$ cat config.mk
export PLATFORM = sky130hd
export DESIGN_NAME = presence_fan_controller_flat
export DESIGN_NICKNAME = d
export VERILOG_FILES = /design/src/rtl/pfc_pkg.sv /design/src/rtl/pfc_in_if.sv /design/src/rtl/pfc_out_if.sv /design/src/rtl/presence_fan_controller.sv /design/src/rtl/pfc_auto.sv /design/src/flat_wrapper.sv
export SDC_FILE = /design/constraint.sdc
export NUM_CORES = 1
export LEC_CHECK = 0
export CAP_MARGIN = 30
export CORE_MARGIN = 3
export CORE_UTILIZATION = 45
export CTS_CLUSTER_SIZE = 10
export DETAILED_ROUTE_END_ITERATION = 7
export DONT_BUFFER_PORTS = 1
export MAX_ROUTING_LAYER = met4
export PLACE_DENSITY = 0.63
export SLEW_MARGIN = 5
export SYNTH_ARGS = -nofsm -noshare
export SYNTH_HDL_FRONTEND = slang
export SYNTH_SLANG_ARGS = --single-unit
$ cat constraint.sdc
create_clock -name clk -period 10 [get_ports clk]
set_input_delay 0 -clock clk [delete_from_list [all_inputs] [get_ports clk]]
set_output_delay 0 -clock clk [all_outputs]
set_load 0.02 [all_outputs]
$ cat src/rtl/pfc_pkg.sv
// Package for the presence fan controller: field widths, register indexes,
// reset values, command characters, event codes and shared state structs.
// Used by every other file of the block; depends on nothing.
package pfc_pkg;

    localparam int ECHO_W     = 16;
    localparam int DIST_W     = 9;
    localparam int CMD_W      = 8;
    localparam int CNT_W      = 16;
    localparam int RUN_W      = 17;
    localparam int CFG_IDX_W  = 3;
    localparam int CFG_DATA_W = 16;

    // register indexes on the configuration port
    localparam logic [CFG_IDX_W-1:0] CFG_ON_THRESHOLD = 3'd0;
    localparam logic [CFG_IDX_W-1:0] CFG_NEAR_FLOOR   = 3'd1;
    localparam logic [CFG_IDX_W-1:0] CFG_GRACE        = 3'd2;
    localparam logic [CFG_IDX_W-1:0] CFG_TIMEOUT      = 3'd3;
    localparam logic [CFG_IDX_W-1:0] CFG_MEASURE_IVL  = 3'd4;
    localparam logic [CFG_IDX_W-1:0] CFG_STATUS_IVL   = 3'd5;

    localparam logic [CFG_DATA_W-1:0] RST_ON_THRESHOLD = 16'd4081;
    localparam logic [CFG_DATA_W-1:0] RST_NEAR_FLOOR   = 16'd200;
    localparam logic [CFG_DATA_W-1:0] RST_GRACE        = 16'd300;
    localparam logic [CFG_DATA_W-1:0] RST_TIMEOUT      = 16'd60000;
    localparam logic [CFG_DATA_W-1:0] RST_MEASURE_IVL  = 16'd400;
    localparam logic [CFG_DATA_W-1:0] RST_STATUS_IVL   = 16'd200;

    localparam logic OP_COMMAND = 1'b0;
    localparam logic OP_TICK    = 1'b1;

    localparam logic [CMD_W-1:0] CMD_AWAKE   = 8'h41; // 'A'
    localparam logic [CMD_W-1:0] CMD_HUMAN   = 8'h48; // 'H'
    localparam logic [CMD_W-1:0] CMD_DEPART  = 8'h44; // 'D'
    localparam logic [CMD_W-1:0] CMD_LEFT    = 8'h4C; // 'L'
    localparam logic [CMD_W-1:0] CMD_MANUAL  = 8'h4D; // 'M'
    localparam logic [CMD_W-1:0] CMD_AUTO    = 8'h4F; // 'O'
    localparam logic [CMD_W-1:0] CMD_FAN     = 8'h46; // 'F'
    localparam logic [CMD_W-1:0] CMD_ONE     = 8'h31; // '1'
    localparam logic [CMD_W-1:0] CMD_ZERO    = 8'h30; // '0'

    // echoes of zero or at/above this limit are held but give no distance
    localparam logic [ECHO_W-1:0] ECHO_VALID_LIMIT = 16'd25000;
    // floor(e / 58) == (e * 18079) >> 20 for every e below the valid limit
    localparam int               RECIP_SHIFT = 20;
    localparam logic [14:0]      RECIP_58    = 15'd18079;
    localparam int               PROD_W      = ECHO_W + 15;

    typedef enum logic [2:0] {
        EV_NONE    = 3'd0,
        EV_MANUAL  = 3'd1,
        EV_AUTO    = 3'd2,
        EV_FAN_ON  = 3'd3,
        EV_FAN_OFF = 3'd4,
        EV_TIMEOUT = 3'd5
    } event_t;

    typedef struct packed {
        logic             fan_on;
        logic [CNT_W-1:0] grace_count;
        logic [RUN_W-1:0] run_ticks;
    } fan_state_t;

    typedef struct packed {
        logic [CFG_DATA_W-1:0] on_threshold_us;
        logic [CFG_DATA_W-1:0] near_floor_us;
        logic [CFG_DATA_W-1:0] grace_ticks;
        logic [CFG_DATA_W-1:0] timeout_ticks;
    } auto_cfg_t;

endpackage

$ cat src/rtl/pfc_in_if.sv
// Input channel of the presence fan controller: valid/ready plus one request.
// Depends on pfc_pkg for field widths.
interface pfc_in_if;
    logic                         valid;
    logic                         ready;
    logic                         opcode;
    logic [pfc_pkg::CMD_W-1:0]    command_byte;
    logic [pfc_pkg::ECHO_W-1:0]   echo_time_us;

    modport source (output valid, opcode, command_byte, echo_time_us, input ready);
    modport sink   (input valid, opcode, command_byte, echo_time_us, output ready);
endinterface

$ cat src/rtl/pfc_out_if.sv
// Result channel of the presence fan controller: valid/ready plus one result.
// Depends on pfc_pkg for field widths.
interface pfc_out_if;
    logic                         valid;
    logic                         ready;
    logic                         fan_running;
    logic                         manual_mode;
    logic [2:0]                   event_res;
    logic                         status_due;
    logic [pfc_pkg::ECHO_W-1:0]   reported_time_us;
    logic [pfc_pkg::DIST_W-1:0]   range_cm;

    modport source (output valid, fan_running, manual_mode, event_res, status_due,
                    reported_time_us, range_cm, input ready);
    modport sink   (input valid, fan_running, manual_mode, event_res, status_due,
                    reported_time_us, range_cm, output ready);
endinterface

$ cat src/rtl/presence_fan_controller.sv
// Presence fan controller, top level.
// Depends on pfc_pkg, pfc_in_if, pfc_out_if and pfc_auto.
//
// Usage:
//   in_ch carries one request per handshake: a command byte (opcode 0) or a
//   loop tick (opcode 1) with the latest echo time. Every request yields
//   exactly one result on out_ch: fan state, mode, event code, status flag,
//   held echo time and last valid distance in cm.
//   Configuration: six 16-bit registers written through cfg_we/cfg_index/
//   cfg_data, one per cycle; the user must write them only while no request
//   is in flight; the block does not enforce it. The result is registered:
//   it shows in the cycle after acceptance; one request per cycle unless
//   out_ch stalls. All work is one pass of logic between the accepted request
//   and the result register; the distance uses one 16x15 reciprocal multiply.
//   Stall: in_ch.ready stays high while the result register is empty or is
//   being taken in the same cycle; a stalled result holds, and new requests
//   wait.
//   Reset: rst_n clears all state to zero, loads the register defaults and
//   empties the result register; no clearing pass is needed.
module presence_fan_controller (
    input  logic                              clk,
    input  logic                              rst_n,
    input  logic                              cfg_we,
    input  logic [pfc_pkg::CFG_IDX_W-1:0]     cfg_index,
    input  logic [pfc_pkg::CFG_DATA_W-1:0]    cfg_data,
    pfc_in_if.sink                            in_ch,
    pfc_out_if.source                         out_ch
);
    import pfc_pkg::*;

    // configuration
    logic [CFG_DATA_W-1:0] on_threshold_reg, near_floor_reg, grace_reg;
    logic [CFG_DATA_W-1:0] timeout_reg, measure_ivl_reg, status_ivl_reg;

    // block state
    logic              manual_reg, manual_next;
    logic              person_reg, person_next;
    logic              prefix_reg, prefix_next;
    fan_state_t        fan_reg, fan_next;
    logic [ECHO_W-1:0] held_echo_reg, held_echo_next;
    logic [DIST_W-1:0] held_dist_reg, held_dist_next;
    logic [CNT_W-1:0]  sample_reg, sample_next;
    logic [CNT_W-1:0]  report_reg, report_next;

    // result register
    logic              out_valid_reg;
    logic              out_fan_reg, out_manual_reg, out_status_reg;
    event_t            out_event_reg;
    logic [ECHO_W-1:0] out_echo_reg;
    logic [DIST_W-1:0] out_dist_reg;

    logic              in_acc;
    event_t            ev;
    logic              status;

    logic [CNT_W-1:0]  sample_inc, report_inc;
    logic              sample_hit, report_hit, echo_valid;
    logic [ECHO_W-1:0] tick_echo;
    logic [PROD_W-1:0] dist_prod;
    logic [DIST_W-1:0] dist_q;
    auto_cfg_t         auto_cfg;
    fan_state_t        auto_fan;
    logic              auto_timeout;

    assign in_ch.ready = !out_valid_reg || out_ch.ready;
    assign in_acc      = in_ch.valid && in_ch.ready;

    // ---------------------------------------------------------------- config
    always_ff @(posedge clk or negedge rst_n)
    begin
        if (!rst_n)
        begin
            on_threshold_reg <= RST_ON_THRESHOLD;
            near_floor_reg   <= RST_NEAR_FLOOR;
            grace_reg        <= RST_GRACE;
            timeout_reg      <= RST_TIMEOUT;
            measure_ivl_reg  <= RST_MEASURE_IVL;
            status_ivl_reg   <= RST_STATUS_IVL;
        end
        else if (cfg_we)
        begin
            case (cfg_index)
                CFG_ON_THRESHOLD: on_threshold_reg <= cfg_data;
                CFG_NEAR_FLOOR:   near_floor_reg   <= cfg_data;
                CFG_GRACE:        grace_reg        <= cfg_data;
                CFG_TIMEOUT:      timeout_reg      <= cfg_data;
                CFG_MEASURE_IVL:  measure_ivl_reg  <= cfg_data;
                CFG_STATUS_IVL:   status_ivl_reg   <= cfg_data;
                default:          ;
            endcase
        end
    end

    // ------------------------------------------------------------ tick path
    assign sample_inc = sample_reg + 1'b1;
    assign report_inc = report_reg + 1'b1;
    assign sample_hit = (sample_inc >= measure_ivl_reg);
    assign report_hit = (report_inc >= status_ivl_reg);
    assign tick_echo  = sample_hit ? in_ch.echo_time_us : held_echo_reg;

    assign echo_valid = (in_ch.echo_time_us != '0) && (in_ch.echo_time_us < ECHO_VALID_LIMIT);
    assign dist_prod  = PROD_W'(in_ch.echo_time_us) * PROD_W'(RECIP_58);
    assign dist_q     = dist_prod[RECIP_SHIFT +: DIST_W];

    assign auto_cfg.on_threshold_us = on_threshold_reg;
    assign auto_cfg.near_floor_us   = near_floor_reg;
    assign auto_cfg.grace_ticks     = grace_reg;
    assign auto_cfg.timeout_ticks   = timeout_reg;

    pfc_auto u_auto (
        .echo_us     (tick_echo),
        .person_seen (person_reg),
        .cfg         (auto_cfg),
        .cur         (fan_reg),
        .nxt         (auto_fan),
        .timeout     (auto_timeout)
    );

    // ------------------------------------------------------- next state
    always_comb
    begin
        manual_next    = manual_reg;
        person_next    = person_reg;
        prefix_next    = prefix_reg;
        fan_next       = fan_reg;
        held_echo_next = held_echo_reg;
        held_dist_next = held_dist_reg;
        sample_next    = sample_reg;
        report_next    = report_reg;
        ev             = EV_NONE;
        status         = 1'b0;

        if (in_ch.opcode == OP_COMMAND)
        begin
            case (in_ch.command_byte)
                CMD_AWAKE, CMD_HUMAN:
                    person_next = 1'b1;
                CMD_DEPART, CMD_LEFT:
                    person_next = 1'b0;
                CMD_MANUAL:
                begin
                    manual_next = 1'b1;
                    person_next = 1'b0;
                    ev          = EV_MANUAL;
                end
                CMD_AUTO:
                begin
                    manual_next = 1'b0;
                    ev          = EV_AUTO;
                end
                CMD_FAN:
                    prefix_next = 1'b1;
                CMD_ONE:
                begin
                    if (prefix_reg)
                    begin
                        prefix_next = 1'b0;
                        if (manual_reg)
                        begin
                            fan_next.fan_on    = 1'b1;
                            fan_next.run_ticks = '0;
                            ev                 = EV_FAN_ON;
                        end
                    end
                    else
                    begin
                        person_next = 1'b1;
                    end
                end
                CMD_ZERO:
                begin
                    if (prefix_reg)
                    begin
                        prefix_next = 1'b0;
                        if (manual_reg)
                        begin
                            fan_next.fan_on = 1'b0;
                            ev              = EV_FAN_OFF;
                        end
                    end
                    else
                    begin
                        person_next = 1'b0;
                    end
                end
                default:
                    prefix_next = 1'b0;
            endcase
        end
        else
        begin
            if (sample_hit)
            begin
                sample_next    = '0;
                held_echo_next = in_ch.echo_time_us;
                if (echo_valid)
                    held_dist_next = dist_q;
            end
            else
            begin
                sample_next = sample_inc;
            end

            if (!manual_reg)
            begin
                fan_next = auto_fan;
                if (auto_timeout)
                    ev = EV_TIMEOUT;
            end

            if (report_hit)
            begin
                report_next = '0;
                status      = 1'b1;
            end
            else
            begin
                report_next = report_inc;
            end
        end
    end

    // ------------------------------------------------------- state update
    always_ff @(posedge clk or negedge rst_n)
    begin
        if (!rst_n)
        begin
            manual_reg    <= 1'b0;
            person_reg    <= 1'b0;
            prefix_reg    <= 1'b0;
            fan_reg       <= '0;
            held_echo_reg <= '0;
            held_dist_reg <= '0;
            sample_reg    <= '0;
            report_reg    <= '0;
        end
        else if (in_acc)
        begin
            manual_reg    <= manual_next;
            person_reg    <= person_next;
            prefix_reg    <= prefix_next;
            fan_reg       <= fan_next;
            held_echo_reg <= held_echo_next;
            held_dist_reg <= held_dist_next;
            sample_reg    <= sample_next;
            report_reg    <= report_next;
        end
    end

    // ------------------------------------------------------ result register
    always_ff @(posedge clk or negedge rst_n)
    begin
        if (!rst_n)
            out_valid_reg <= 1'b0;
        else if (in_acc)
            out_valid_reg <= 1'b1;
        else if (out_ch.ready)
            out_valid_reg <= 1'b0;
    end

    always_ff @(posedge clk)
    begin
        if (in_acc)
        begin
            out_fan_reg    <= fan_next.fan_on;
            out_manual_reg <= manual_next;
            out_event_reg  <= ev;
            out_status_reg <= status;
            out_echo_reg   <= held_echo_next;
            out_dist_reg   <= held_dist_next;
        end
    end

    assign out_ch.valid            = out_valid_reg;
    assign out_ch.fan_running      = out_fan_reg;
    assign out_ch.manual_mode      = out_manual_reg;
    assign out_ch.event_res        = out_event_reg;
    assign out_ch.status_due       = out_status_reg;
    assign out_ch.reported_time_us = out_echo_reg;
    assign out_ch.range_cm         = out_dist_reg;

`ifndef NO_ASSERTIONS
    a_cmd_no_status: assert property (@(posedge clk) disable iff (!rst_n)
        in_acc && in_ch.opcode == OP_COMMAND |=> !out_status_reg)
        else $error("status flagged on a command request");

    a_timeout_stops_fan: assert property (@(posedge clk) disable iff (!rst_n)
        out_valid_reg && out_event_reg == EV_TIMEOUT |-> !out_fan_reg && !out_manual_reg)
        else $error("timeout event with fan running or in manual mode");

    a_fan_on_event: assert property (@(posedge clk) disable iff (!rst_n)
        out_valid_reg && out_event_reg == EV_FAN_ON |-> out_fan_reg && out_manual_reg)
        else $error("fan-on event without manual fan running");

    a_empty_takes_request: assert property (@(posedge clk) disable iff (!rst_n)
        !out_valid_reg |-> in_ch.ready)
        else $error("request refused while result register is empty");
`endif

endmodule

$ cat src/rtl/pfc_auto.sv
// Auto-mode fan decision for one tick: range check, grace count, run timeout.
// Purely combinational; depends on pfc_pkg for the state and config structs.
module pfc_auto (
    input  logic [pfc_pkg::ECHO_W-1:0] echo_us,
    input  logic                       person_seen,
    input  pfc_pkg::auto_cfg_t         cfg,
    input  pfc_pkg::fan_state_t        cur,
    output pfc_pkg::fan_state_t        nxt,
    output logic                       timeout
);
    import pfc_pkg::*;

    logic             close_enough;
    logic [CNT_W-1:0] grace_inc;
    logic [RUN_W-1:0] run_inc;
    fan_state_t       mid;

    assign grace_inc = cur.grace_count + 1'b1;

    always_comb
    begin
        // too close or no echo: trust the camera alone
        if (echo_us == '0 || echo_us < cfg.near_floor_us)
            close_enough = person_seen;
        else
            close_enough = (echo_us <= cfg.on_threshold_us);

        mid = cur;
        if (person_seen && close_enough)
        begin
            mid.grace_count = '0;
            if (!cur.fan_on)
            begin
                mid.fan_on    = 1'b1;
                mid.run_ticks = '0;
            end
        end
        else if (cur.fan_on)
        begin
            if (!person_seen || grace_inc >= cfg.grace_ticks)
            begin
                mid.fan_on      = 1'b0;
                mid.grace_count = '0;
                mid.run_ticks   = '0;
            end
            else
            begin
                mid.grace_count = grace_inc;
            end
        end
    end

    assign run_inc = mid.run_ticks + 1'b1;

    always_comb
    begin
        nxt     = mid;
        timeout = 1'b0;
        if (mid.fan_on)
        begin
            if (run_inc > RUN_W'(cfg.timeout_ticks))
            begin
                nxt.fan_on      = 1'b0;
                nxt.run_ticks   = '0;
                nxt.grace_count = '0;
                timeout         = 1'b1;
            end
            else
            begin
                nxt.run_ticks = run_inc;
            end
        end
    end

endmodule

$ cat src/flat_wrapper.sv
// flat-port wrapper written by rule: the top's interface ports become plain ports
module presence_fan_controller_flat import pfc_pkg::*;
  (clk, rst_n, cfg_we, cfg_index, cfg_data, in_ch_valid, in_ch_opcode, in_ch_command_byte, in_ch_echo_time_us, in_ch_ready, out_ch_valid, out_ch_fan_running, out_ch_manual_mode, out_ch_event_res, out_ch_status_due, out_ch_reported_time_us, out_ch_range_cm, out_ch_ready);
  pfc_in_if in_ch_i ();
  pfc_out_if out_ch_i ();
  input  logic clk;
  input  logic rst_n;
  input  logic cfg_we;
  input  logic [pfc_pkg::CFG_IDX_W-1:0] cfg_index;
  input  logic [pfc_pkg::CFG_DATA_W-1:0] cfg_data;
  input wire logic [$bits(in_ch_i.valid)-1:0] in_ch_valid;
  input wire logic [$bits(in_ch_i.opcode)-1:0] in_ch_opcode;
  input wire logic [$bits(in_ch_i.command_byte)-1:0] in_ch_command_byte;
  input wire logic [$bits(in_ch_i.echo_time_us)-1:0] in_ch_echo_time_us;
  output wire logic [$bits(in_ch_i.ready)-1:0] in_ch_ready;
  output wire logic [$bits(out_ch_i.valid)-1:0] out_ch_valid;
  output wire logic [$bits(out_ch_i.fan_running)-1:0] out_ch_fan_running;
  output wire logic [$bits(out_ch_i.manual_mode)-1:0] out_ch_manual_mode;
  output wire logic [$bits(out_ch_i.event_res)-1:0] out_ch_event_res;
  output wire logic [$bits(out_ch_i.status_due)-1:0] out_ch_status_due;
  output wire logic [$bits(out_ch_i.reported_time_us)-1:0] out_ch_reported_time_us;
  output wire logic [$bits(out_ch_i.range_cm)-1:0] out_ch_range_cm;
  input wire logic [$bits(out_ch_i.ready)-1:0] out_ch_ready;
  assign in_ch_i.valid = in_ch_valid;
  assign in_ch_i.opcode = in_ch_opcode;
  assign in_ch_i.command_byte = in_ch_command_byte;
  assign in_ch_i.echo_time_us = in_ch_echo_time_us;
  assign in_ch_ready = in_ch_i.ready;
  assign out_ch_valid = out_ch_i.valid;
  assign out_ch_fan_running = out_ch_i.fan_running;
  assign out_ch_manual_mode = out_ch_i.manual_mode;
  assign out_ch_event_res = out_ch_i.event_res;
  assign out_ch_status_due = out_ch_i.status_due;
  assign out_ch_reported_time_us = out_ch_i.reported_time_us;
  assign out_ch_range_cm = out_ch_i.range_cm;
  assign out_ch_i.ready = out_ch_ready;
  presence_fan_controller u_core (.clk(clk), .rst_n(rst_n), .cfg_we(cfg_we), .cfg_index(cfg_index), .cfg_data(cfg_data), .in_ch(in_ch_i), .out_ch(out_ch_i));
endmodule
-- Yosys cells after proc, flatten, opt, wreduce, memory -nomap -nowiden
Index checks and enable logic that the tools add are counted.
- flip-flop bits (word level): 222
- output and inout port bits: 33
- word-level logic and storage cells: 132
- muxes and demuxes: 47
- add/subtract/negate cells: 4
- reduce and logical (&&, ||, !) cells: 30
- bitwise logic cells: 3
- $mul: 1
- order comparisons: 7
- eq/ne operators: 17
- operator list (kind ; count):
    $mux W17 ; 8
    $mux W34 ; 4
    $mux W16 ; 5
    $eq A8 B7 Y1 const B ; 7
    $add A16 B1 Y16 const B ; 3
    $ge A16 B16 Y1 ; 3
    $mul A16 B15 Y29 const B ; 1
    $mux W9 ; 3
    $mux W3 ; 6
    $add A17 B1 Y17 const B ; 1
    $gt A17 B16 Y1 ; 1
    $eq A8 B6 Y1 const B ; 2
    $le A16 B16 Y1 ; 1
    $logic_not A16 Y1 ; 1
    $lt A16 B15 Y1 const B ; 1
    $lt A16 B16 Y1 ; 1
    $reduce_bool A16 Y1 ; 1
    $mux W1 ; 15
    $reduce_and A2 Y1 ; 7
    $pmux W3 S4 ; 1
    $reduce_and A5 Y1 ; 2
    $reduce_bool A2 Y1 ; 4
    $eq A3 B2 Y1 const B ; 2
    $eq A3 B3 Y1 const B ; 2
    other kinds (15) ; 27

-- Depth between registers and ports, before layout
Gate-level depths: netlist of the first run.
- word-level depth: 15
- mapped depth: 43
- depth with buffers taken out: 41

-- Modules after synthesis
From an unflattened synthesis of the first run, not the netlist that was laid out.
- cell total of the unflattened synthesis: 1821
- area, all modules: 17705.7 um2
- modules (own cells, without submodules) (module ; times used ; area each (um2) ; cells an instance):
    presence_fan_controller ; 1 ; 14696.6 ; 1368
    pfc_auto ; 1 ; 3009.1 ; 453

-- Worst setup path after synthesis of the first run
No wires, ideal clock.
- path type: register to register
- from: register u_core.sample_reg[0]
- to: register u_core.fan_reg[5] (netlist name)
- data required time: 9920 ps
- clock period less this slack: 8579 ps
- arrival: 8499 ps
- cell stages (with the launch flop): 41
- path slack: 1421 ps
- cell sequence: dfrtp_1 ha_1 nand3_1 nor2_1 and3_1 and3_1 nand3_1 xnor2_1 ha_1 nand4_1 nor3_2 a21o_1 buf_6 clkbuf_1 mux2_2 ha_1 nand4_1 nor2_1 (+5 left out) nand2_2 and2_1 ha_1 nand4_1 nor2_1 nand2_1 and2_1 o21a_1 ha_1 a21o_1 a21o_1 a21oi_1 and3b_1 a221oi_1 o41ai_2 o2111ai_2 or4_4 o211ai_2
- word-level cells in the longest chain between the ends: 14
- elaborated cells on any way between the ends: 16
- RTL lines (element ; RTL line ; text):
    start: declaration ; presence_fan_controller.sv:42 ; logic [CNT_W-1:0] sample_reg, sample_next;
    start signal: assignment ; presence_fan_controller.sv:245 ; sample_reg <= sample_next;
    $add A16 B1 Y16 * ; presence_fan_controller.sv:95 ; assign sample_inc = sample_reg + 1'b1;
    $ge A16 B16 Y1 * ; presence_fan_controller.sv:97 ; assign sample_hit = (sample_inc >= measure_ivl_reg);
    $mux W16 * ; presence_fan_controller.sv:99 ; assign tick_echo = sample_hit ? in_ch.echo_time_us : held_echo_reg;
    $lt A16 B16 Y1 or $logic_not A16 Y1 (tied branches) ; pfc_auto.sv:23 ; if (echo_us == '0 || echo_us < cfg.near_floor_us)
    $logic_or A1 B1 Y1 ; pfc_auto.sv:23 ;
    $mux W1 * ; pfc_auto.sv:23 ;
    $logic_and A1 B1 Y1 * ; pfc_auto.sv:29 ; if (person_seen && close_enough)
    $mux W34 * ; pfc_auto.sv:29 ;
    $add A17 B1 Y17 ; pfc_auto.sv:53 ; assign run_inc = mid.run_ticks + 1'b1;
    $gt A17 B16 Y1 ; pfc_auto.sv:61 ; if (run_inc > RUN_W'(cfg.timeout_ticks))
    $mux W17 ; pfc_auto.sv:61 ;
    $mux W34 * ; pfc_auto.sv:59 ; if (mid.fan_on)
    $mux W34 * ; presence_fan_controller.sv:204 ; if (!manual_reg)
    $mux W17 * ; presence_fan_controller.sv:133 ; if (in_ch.opcode == OP_COMMAND)
    end signal: assignment ; presence_fan_controller.sv:242 ; fan_reg <= fan_next;
    end: declaration ; presence_fan_controller.sv:39 ; fan_state_t fan_reg, fan_next;
Every way passes the cells marked *; elsewhere a longest branch is shown, timed or not. The select of a mux whose other input is x is not followed.
A chain may end at the register's enable or synchronous reset.

-- Worst setup path after layout of the first run
- from: register u_core.sample_reg[0]
- to: register u_core.fan_reg[15] (netlist name)
The elaborated chain is that of the path after synthesis.

==> reports/metrics.cfg, run 1 <==
[synthesis]
yosysSeqAreaShare_pct=33.3
synth-warning-count=0
synth_top_cell_area_share_pct=23.5
yosys.cell_count.top_type=sky130_fd_sc_hd__inv_1
number_of_flops_mapped_to_enable_cells_by_yosys=31
synthesized_instance_count=1828
synthTopCellsByCount=sky130_fd_sc_hd__inv_1 (285), sky130_fd_sc_hd__ha_1 (226), sky130_fd_sc_hd__nand2_1 (210), sky130_fd_sc_hd__dfrtp_1 (162), sky130_fd_sc_hd__o21ai_0 (147)
synthTopCellsByArea=sky130_fd_sc_hd__dfrtp_1 (23%), sky130_fd_sc_hd__ha_1 (16%), sky130_fd_sc_hd__fa_1 (10%), sky130_fd_sc_hd__inv_1 (6.2%), sky130_fd_sc_hd__edfxtp_1 (5.4%)
post_synth_num_cell_types=69
async_flop_share_pct=86.0
synth_top_area_cell=sky130_fd_sc_hd__dfrtp_1
netlist_area_before_placement_mm2=0.0173
mappedNetlistNets=2189
synthesis.area_per_instance_um2=9.45
postSynth.topFlopCell=sky130_fd_sc_hd__dfrtp_1
synth-seq-cells=222

[sta]
slew_viol_final=0
hold_violations=0
period_share_pct=91.5
tightest_slew_ps=1130
maxClockFrequency_ghz=0.109
setup_tns_ps=0
report.final.setup_viol=0
fin_ws_ps=848
finalClockSkew_ps=16.9
max_slew_margin_pct=24.8
min_period_ps=9150

[worst_setup_path]
critPathMostFrequentCell=sky130_fd_sc_hd__ha_1
path_max_fanout=15
arrival_ps=9630
timing.critical_path.required_ps=10470
critical-path-slowest-cell=sky130_fd_sc_hd__a2111oi_0
setup.worst_path.end_class=flip-flop
critical_path.startpoint_type=flip-flop
worst_path_largest_cell_delay_ps=430
ff2ff_path_depth=39
worstSetupPathType=reg -> reg
regToRegSetupSlack_ps=850

[clock_tree]
clk_pin_slew_ps=60
clock_sink_count=222
cts_max_path_buffers=3
htreeDepth=1
tritoncts=yes
cts_root_buf=sky130_fd_sc_hd__clkbuf_16
clock_latency_ps=550
tritoncts.num_buffers=27

[route]
route.detailed.drc=0
drt-initial-drc-count=974
route.detailed.wl_per_inst_um=17.9
ant_nets=0
wl_mm=43.4
vias=12976
route.detailed.vias_per_inst=5.36
drt-pass1-iter-count=5

[finish]
fin_util_pct=51.4
final_layout_size_suffix_gt1_share_pct=8.86
final_cell_count_no_fill=2420
design.final.nets=2249
layout_overhead_on_the_synthesized_area_pct=12.4
fin_area_mm2=0.0194
largest_register_ff_count=34

[placed_design]
hpwlAfterDp_mm=31.2
number_of_cells_after_detailed_placement=2297
place.port_buffers=0
placed_area_mm2=0.0178
dp_worst_setup_slack_ps=132
gpl.final_weighted_congestion=0.881

[pwr]
swShare_pct=37.2
p_per_area_mw_per_mm2=192
pwr-share-clk_pct=25.2
ir_worst_vdd_mv=0.247
p_comb_share_pct=44.2
switchingPower_mw=1.39
total_leakage_power_nw=9.61
seq_power_share_pct=30.6
cellInternalPower_mw=2.34

[worst_hold_path]
timing.hold.worst_path_depth=3
hold_path.class=in -> reg

[job]
drv.max_cap_violation_count=0

[outcome]
status=completed

[floorplanning]
initial_core_util_pct=45.7
die_width_um=202
dieArea_mm2=0.0408
floorplan.rows=71
io_pins=82
core_area_mm2=0.0378
chipHeight_um=202

[global_route]
grt_first_pass_wirelength_mm=70.8
pin_count_of_the_biggest_net_entering_global_routing=192
globalRouteTotalUtil_pct=22.3
first_global_vias=13060
overflow=0
number_of_antenna_violations_at_the_first_check_in_global_routing=1

[logic make-up (layout without fill, tap and decap cells)]
| family | after synthesis | in the layout | share of synthesized area, % |
|---|---|---|---|
| AOI/OAI and AO/OA | 336 | 336 | 12.3 |
| DFF | 222 | 222 | 33.3 |
| other | 0 | 1 | 0 |
| muxes | 66 | 66 | 4.19 |
| xor gates and xnor gates | 53 | 53 | 2.69 |
| buffers and inverters | 339 | 419 | 7.45 |
| adders and majority gates | 312 | 312 | 26.3 |
| and+or+nand+nor | 500 | 500 | 13.7 |
[power by group through the flow]
stage | Combinational, mW | Sequential [mW] | Clock, mW
floorplan | 1.20 | 1.13 | 0
global placement | 1.52 | 1.15 | 0
detailed placement | 1.57 | 1.15 | 0
CTS | 1.64 | 1.14 | 0.963
global route | 1.92 | 1.16 | 1.00
finish | 1.65 | 1.14 | 0.941
[worst paths after layout]
path	startpoint	to
hold / removal	in_ch_opcode	u_core.held_echo_reg[15]
setup / recovery	u_core.sample_reg[0]	u_core.fan_reg[15]
min in group asynchronous	rst_n	u_core.fan_reg[23]
max in group asynchronous	rst_n	u_core.sample_reg[0]
hold reg to reg	u_core.held_dist_reg[8]	u_core.held_dist_reg[8]
setup reg to reg	u_core.sample_reg[0]	u_core.fan_reg[15]
[cells in the final DEF (no fill, tap or decap), types with 23 or more instances in the layout]
cell type and n:
sky130_fd_sc_hd__inv_1 284, sky130_fd_sc_hd__ha_1 226, sky130_fd_sc_hd__nand2_1 209, sky130_fd_sc_hd__dfrtp_1 162
sky130_fd_sc_hd__o21ai_0 147, sky130_fd_sc_hd__fa_1 86, sky130_fd_sc_hd__nor2_1 79, sky130_fd_sc_hd__dlygate4sd3_1 66
sky130_fd_sc_hd__a21oi_1 57, sky130_fd_sc_hd__mux2_2 51, sky130_fd_sc_hd__nand3_1 44, sky130_fd_sc_hd__edfxtp_1 31
sky130_fd_sc_hd__xnor2_1 30, sky130_fd_sc_hd__dfstp_2 29, sky130_fd_sc_hd__nand4_1 28, sky130_fd_sc_hd__nor2b_1 28
sky130_fd_sc_hd__clkbuf_16 27, sky130_fd_sc_hd__a21o_1 26, sky130_fd_sc_hd__and3_1 25, sky130_fd_sc_hd__xor2_1 23
[timing repair]
item / in CTS / in global routing
resized for setup: 0 / 5
setup buffers: 0 / 2
hold buffers: 64 / 4
hold endpoints to repair: 339 / 18
setup endpoints to repair: 0 / 36
[layer usage]
metal	wire length (um)	share of wire [%]	global-route usage (%)	up-vias
li1	-	-	-	6293
met1	19500	45	29.2	6328
met2	20900	48	36.5	287
met3	1850	4.3	3.46	68
met4	1110	2.6	5.33	0
met5	0	0	-	-
[per-stage QoR]
stage          total power [mW]  hold slack [ps]
2_1_floorplan              2.33             -296
3_3_place_gp               2.67             -285
3_5_place_dp               2.72             -284
4_1_cts                    3.74             14.6
5_1_grt                    4.07             99.4
6_report                   3.73             47.3
[area by class of cell]
type                            count  area [um^2]
Clock buffer                       45          783
Multi-Input combinational cell   1267        10300
Tap cell                          511          639
Fill cell                        3393        18300
Sequential cell                   222         5750
Clock inverter                      4         48.8
Inverter                          285         1070
Timing Repair Buffer               85          848
Antenna cell                        1         2.50
[worst max-delay path, delay by kind of cell, from the launching register on]
kind / cells / cell delay, ps
AO/OA/AOI/OAI: 12 / 2490
XOR/XNOR: 1 / 160
adder cells (fa/ha/maj): 5 / 1450
buffers and inverters: 2 / 400
flip-flops: 1 / 420
multiplexers: 1 / 310
AND/OR/NAND/NOR: 18 / 3840
(Power assumes the default switching activity.)
==> run 2, diff against run 1 <==
Settings changed: CORE_UTILIZATION 45 to 65, GPL_ROUTABILITY_DRIVEN from default to 0, PLACE_DENSITY 0.63 to 0.86.
==> reports/metrics.cfg, run 2 (synthesis gave the netlist of run 1 again) <==
[outcome]
status=complete, but fails checks
violations=hold timing

[sta]
max_slew_margin_pct=31.0  ; +6.1 points
final_hold_slack_ps=-19.2  ; -66.6 ps
slew_viol_final=0  ; unchanged
maxClockFrequency_ghz=0.105  ; -4.1%
tightest_slew_ps=1040  ; -92.0 ps
hold_violations=15  ; +15
min_period_ps=9540  ; +392 ps
setup_tns_ps=0  ; unchanged
fin_ws_ps=456  ; -392 ps
report.final.setup_viol=0  ; unchanged
period_share_pct=95.4  ; +3.9 points
finalClockSkew_ps=15.2  ; -1.71 ps

[finish]
final_layout_size_suffix_gt1_share_pct=8.37  ; -0.48 points
final_cell_count_no_fill=2250  ; -7.0%
layout.cells.most_common_list=sky130_fd_sc_hd__inv_1 (284), sky130_fd_sc_hd__ha_1 (226), sky130_fd_sc_hd__nand2_1 (209)
design.final.nets=2252  ; +0.13%
fin_area_mm2=0.0191  ; -1.4%
n_fill_cell=1611  ; -53%
area_occupied_by_multi_input_gates_mm2=0.0103  ; -0.18%
mostFrequentLayoutCell=sky130_fd_sc_hd__inv_1
layout_overhead_on_the_synthesized_area_pct=10.8
fin_util_pct=73.4  ; +22 points
largest_register_ff_count=34  ; unchanged
sequential_cell_area_mm2=0.00575  ; unchanged

[placed_design]
placed_area_mm2=0.0176  ; -1.3%
number_of_cells_after_detailed_placement=2119  ; -7.7%
place.port_buffers=0  ; unchanged
dp_worst_setup_slack_ps=403  ; +270 ps
hpwlAfterDp_mm=30.9  ; -0.91%

[route]
route.detailed.vias_per_inst=6.46  ; +21%
wl_mm=48.5  ; +12%
drt-initial-drc-count=1565  ; +61%
route.detailed.wl_per_inst_um=21.6  ; +20%
vias=14543  ; +12%
ant_nets=0  ; unchanged
route.detailed.drc=0  ; unchanged
drt-pass1-iter-count=8  ; +3

[pwr]
ir_worst_vdd_mv=0.279  ; +13%
p_per_area_mw_per_mm2=197  ; +2.7%
total_leakage_power_nw=9.55  ; -0.65%
post-layout-total-power_mw=3.78  ; +1.2%

[worst_hold_path]
worst_hold_path.endpoint=u_core.status_ivl_reg[15]
worstHoldStart=cfg_index[1]
timing.hold.worst_path_depth=3  ; unchanged
hold_path.class=in -> reg

[worst_setup_path]
worstSetupPathType=reg -> reg
worst_path_largest_cell_delay_ps=460  ; +30 ps
arrival_ps=10010  ; +380 ps
r2r-end=u_core.fan_reg[5]
setup.worst_path.end_class=flip-flop
timing.critical_path.required_ps=10470  ; about the same
critical_path.startpoint_type=flip-flop
worst_r2r_startpoint=u_core.sample_reg[0]
regToRegSetupSlack_ps=460  ; -390 ps
critical-path-slowest-cell=sky130_fd_sc_hd__or4_4
ff2ff_path_depth=42  ; +7.7%
critPathMostFrequentCell=sky130_fd_sc_hd__ha_1
path_max_fanout=19  ; +4

[job]
drv.max_cap_violation_count=0  ; unchanged

[clock_tree]
htreeDepth=1  ; unchanged
clk_pin_slew_ps=60  ; about the same
tritoncts.num_buffers=26  ; -3.7%
cts_max_path_buffers=3  ; unchanged
clock_latency_ps=550  ; about the same
tritoncts=yes
cts_root_buf=sky130_fd_sc_hd__clkbuf_16
clock_sink_count=222  ; unchanged

[floorplanning]
io_pins=82  ; unchanged
floorplan.rows=59  ; -17%
initial_core_util_pct=66.3  ; +21 points
dieArea_mm2=0.0286  ; -30%
die_width_um=169  ; -16%
core_area_mm2=0.0261  ; -31%
chipHeight_um=169  ; -16%

[global_route]
number_of_antenna_violations_at_the_first_check_in_global_routing=4  ; +3
pin_count_of_the_biggest_net_entering_global_routing=192  ; unchanged
overflow=0  ; unchanged
grt_first_pass_wirelength_mm=75.5  ; +6.6%
first_global_vias=14451  ; +11%
globalRouteTotalUtil_pct=33.8  ; +12 points

## run 2: cell types whose count changed in the layout (fill, tap and decap cells not counted), moves of 2 or more
cell / before / now
sky130_fd_sc_hd__clkbuf_8: 4 / 0
sky130_fd_sc_hd__dlygate4sd3_1: 66 / 70
sky130_fd_sc_hd__clkinv_2: 2 / 0
sky130_fd_sc_hd__clkbuf_1: 14 / 21
sky130_fd_sc_hd__diode_2: 1 / 4
## run 2: where the power goes
part	leakage (nW)	switching (mW)	internal (mW)
Sequential	2.67	0.0948	1.06
Combinational	6.53	1.01	0.745
Clock	0.355	0.385	0.489
Total	9.55	1.49	2.29
## run 2: final cells by class
class / instances / share of cell area, %
Antenna cell: 4 / 0.0523
Clock buffer: 46 / 3.79
Clock inverter: 2 / 0.131
Inverter: 285 / 5.59
Multi-Input combinational cell: 1267 / 53.6
Sequential cell: 222 / 30.0
Tap cell: 335 / 2.19
Timing Repair Buffer: 89 / 4.62
## run 2: routing by layer
metal | part of all wire [%] | GRT usage [%] | vias up
li1 | - | - | 6309
met1 | 36 | 41.2 | 6960
met2 | 47 | 53.9 | 934
met3 | 9.9 | 7.45 | 340
met4 | 7.2 | 16.2 | 0
met5 | 0 | - | -
## run 2: critical path: cells and delay by family, from the launching register on
family	cells	cell delay (ps)
mux	1	350
compound gates	14	2540
fa+ha+maj	5	1490
xor+xnor	1	160
flops	1	430
buf+inv	4	740
simple gates	17	3720
## run 2: what timing repair did
action                     4_1_cts  5_1_grt
setup endpoints to repair        0       24
gates resized for setup          0        2
hold buffers                    67        5
hold endpoints to repair       338        3
setup buffers                    0        2
## run 2: how the worst max path moves through the flow
stage	startpoint	to	slack, ps	cells past startpoint
2_1_floorplan	u_core.sample_reg[0]	u_core.fan_reg[5]	1420	40
3_3_place_gp	u_core.sample_reg[0]	u_core.out_ch.event_res[2]	850	40
3_5_place_dp	u_core.sample_reg[0]	u_core.out_ch.event_res[2]	400	40
4_1_cts	u_core.sample_reg[0]	u_core.out_ch.event_res[2]	350	40
5_1_grt	u_core.sample_reg[0]	u_core.fan_reg[5]	-60	42
6_report	u_core.sample_reg[0]	u_core.fan_reg[5]	460	42
==> run 3, diff against run 2 <==
Settings changed: BUFFER_PORTS_ARGS from default to -buffer_cell sky130_fd_sc_hd__buf_2, CORE_UTILIZATION 65 to 63, DONT_BUFFER_PORTS 1 to default, SLEW_MARGIN 5 to 20.
Clock period 10 ns to 10.7 ns, I/O delays scaled along.
==> reports/metrics.cfg, run 3 (synthesis gave the netlist of run 1 again) <==
[outcome]
status=completed

[route]
route.detailed.wl_per_inst_um=19.1  ; -12%
wl_mm=43.6  ; -10%
route.detailed.drc=0  ; unchanged
drt-initial-drc-count=1377  ; -12%
drt-pass1-iter-count=6  ; -2
ant_nets=0  ; unchanged
vias=13887  ; -4.5%
route.detailed.vias_per_inst=6.08  ; -5.9%

[global_route]
overflow=0  ; unchanged
met1_usage_pct=38.7  ; -2.5 points
number_of_antenna_violations_at_the_first_check_in_global_routing=1  ; -3
busiest_layer=met2
grtUsageMet2_pct=51.7  ; -2.2 points
globalRouteTotalUtil_pct=31.4  ; -2.4 points
first_global_vias=14253  ; -1.4%
pin_count_of_the_biggest_net_entering_global_routing=88  ; -54%
globalRouteMet3Util_pct=4.92  ; -2.5 points
grt_first_pass_wirelength_mm=72.2  ; -4.4%

[worst_setup_path]
critical_path.startpoint_type=flip-flop
critical-path-slowest-cell=sky130_fd_sc_hd__a21o_1
critPathMostFrequentCell=sky130_fd_sc_hd__ha_1
setup.worst_path.end_class=flip-flop
worst_path_largest_cell_delay_ps=490  ; +30 ps
path_max_fanout=15  ; -4
timing.critical_path.required_ps=10960  ; +490 ps
arrival_ps=9930  ; -80 ps
worstSetupPathType=reg -> reg

[pwr]
switchingPower_mw=1.31  ; -12%
pwr-share-clk_pct=24.2  ; +1.0 points
ir_worst_vdd_mv=0.351  ; +25%
swShare_pct=37.7  ; -1.7 points
p_comb_share_pct=45.3  ; -1.1 points
cellInternalPower_mw=2.16  ; -5.8%
p_per_area_mw_per_mm2=181  ; -8.4%
seq_power_share_pct=30.5  ; about the same
total_leakage_power_nw=9.75  ; +2.1%

[finish]
layout.cells.most_common_list=sky130_fd_sc_hd__inv_1 (284), sky130_fd_sc_hd__ha_1 (226), sky130_fd_sc_hd__nand2_1 (209)
mostFrequentLayoutCell=sky130_fd_sc_hd__inv_1
final_layout_size_suffix_gt1_share_pct=12.5  ; +4.1 points
n_fill_cell=1701  ; +5.6%
design.final.nets=2288  ; +1.6%
largest_register_ff_count=34  ; unchanged
layout_overhead_on_the_synthesized_area_pct=11.0

[sta]
tightest_slew_ps=845  ; -190 ps
period_share_pct=90.3  ; -5.1 points
setup_repair_after_global_routing_missed_its_margin=no
slew_viol_final=0  ; unchanged
min_period_ps=9660  ; +119 ps
max_slew_margin_pct=43.7  ; +13 points
hold_violations=0  ; -15
report.final.setup_viol=0  ; unchanged
fin_ws_ps=1040  ; +581 ps
setup_tns_ps=0  ; unchanged
finalClockSkew_ps=12.9  ; -2.23 ps
final_hold_slack_ps=18.6  ; +37.9 ps
maxClockFrequency_ghz=0.103  ; -1.2%

[clock_tree]
tritoncts.num_buffers=27  ; +3.8%
cts_root_buf=sky130_fd_sc_hd__clkbuf_16
tritoncts=yes
clock_sink_count=222  ; unchanged
htreeDepth=1  ; unchanged
clk_pin_slew_ps=60  ; about the same
clock_latency_ps=530  ; -20 ps
cts_max_path_buffers=3  ; unchanged

[floorplanning]
initial_core_util_pct=65.2  ; -1.1 points
chipHeight_um=172  ; +1.5%
dieArea_mm2=0.0294  ; +3.1%
core_area_mm2=0.0265  ; +1.7%
die_width_um=172  ; +1.5%
io_pins=82  ; unchanged
floorplan.rows=59  ; unchanged

[placed_design]
place.port_buffers=81  ; +81
dp_worst_setup_slack_ps=895  ; +492 ps
hpwlAfterDp_mm=31.9  ; +3.0%

[job]
drv.max_cap_violation_count=0  ; unchanged

[worst_hold_path]
hold_path.class=in -> async

-- run 3: cell type report --
cell class	instances	area (um^2)	area share [%]
Inverter	285	1070	5.58
Antenna cell	1	2.50	0.0131
Tap cell	335	419	2.19
Timing Repair Buffer	124	868	4.53
Multi-Input combinational cell	1267	10300	53.6
Clock inverter	2	38.8	0.202
Clock buffer	47	751	3.92
Sequential cell	222	5750	30.0
-- run 3: worst paths after layout --
kind / depth (start not counted) / slack [ps] / to / startpoint
min: 2 / 20 / u_core.grace_reg[8] / rst_n
min reg2reg: 2 / 480 / u_core.held_dist_reg[2] / u_core.held_dist_reg[2]
max reg2reg: 41 / 1040 / u_core.out_ch.event_res[2] / u_core.sample_reg[0]
min in group clk: 3 / 60 / u_core.out_ch.manual_mode / in_ch_command_byte[3]
max: 41 / 1040 / u_core.out_ch.event_res[2] / u_core.sample_reg[0]
max in group asynchronous: 4 / 9450 / u_core.held_echo_reg[2] / rst_n
-- run 3: worst max-delay path, delay by kind of cell (launching register included) --
kind | cells | cell delay, ps
AO/OA/AOI/OAI | 11 | 2890
XOR/XNOR | 1 | 160
multiplexers | 1 | 310
flip-flops | 1 | 430
buffers and inverters | 4 | 610
AND/OR/NAND/NOR | 20 | 3730
adder cells (fa/ha/maj) | 4 | 1250
-- run 3: metal layers --
layer	part of all wire, %	wire length, um
met1	39	17200
met2	49	21400
met3	6.4	2800
met4	5.0	2190
met5	0	0
-- run 3: metrics by stage --
stage	utilization, %	instances	cell area, um^2	power (mW)
CTS	72.0	2276	19100	3.47
floorplan	-	1828	17300	2.18
global placement	67.8	2199	18000	2.52
detailed placement	68.0	2202	18000	2.61
global route	72.3	2283	19200	3.76
finish	72.3	2283	19200	3.46
-- run 3: power groups by stage --
stage / Sequential (mW) / Clock [mW] / Combinational (mW)
CTS: 1.05 / 0.841 / 1.57
finish: 1.06 / 0.838 / 1.57
floorplan: 1.05 / 0 / 1.12
global route: 1.07 / 0.884 / 1.81
global placement: 1.06 / 0 / 1.46
detailed placement: 1.07 / 0 / 1.55
-- run 3: repair_timing --
item | in CTS | in global routing
setup buffers | 0 | 4
endpoints found under the hold margin | 222 | 0
setup endpoints to repair | 0 | 7
hold buffers | 25 | 0
gates resized for setup | 0 | 1
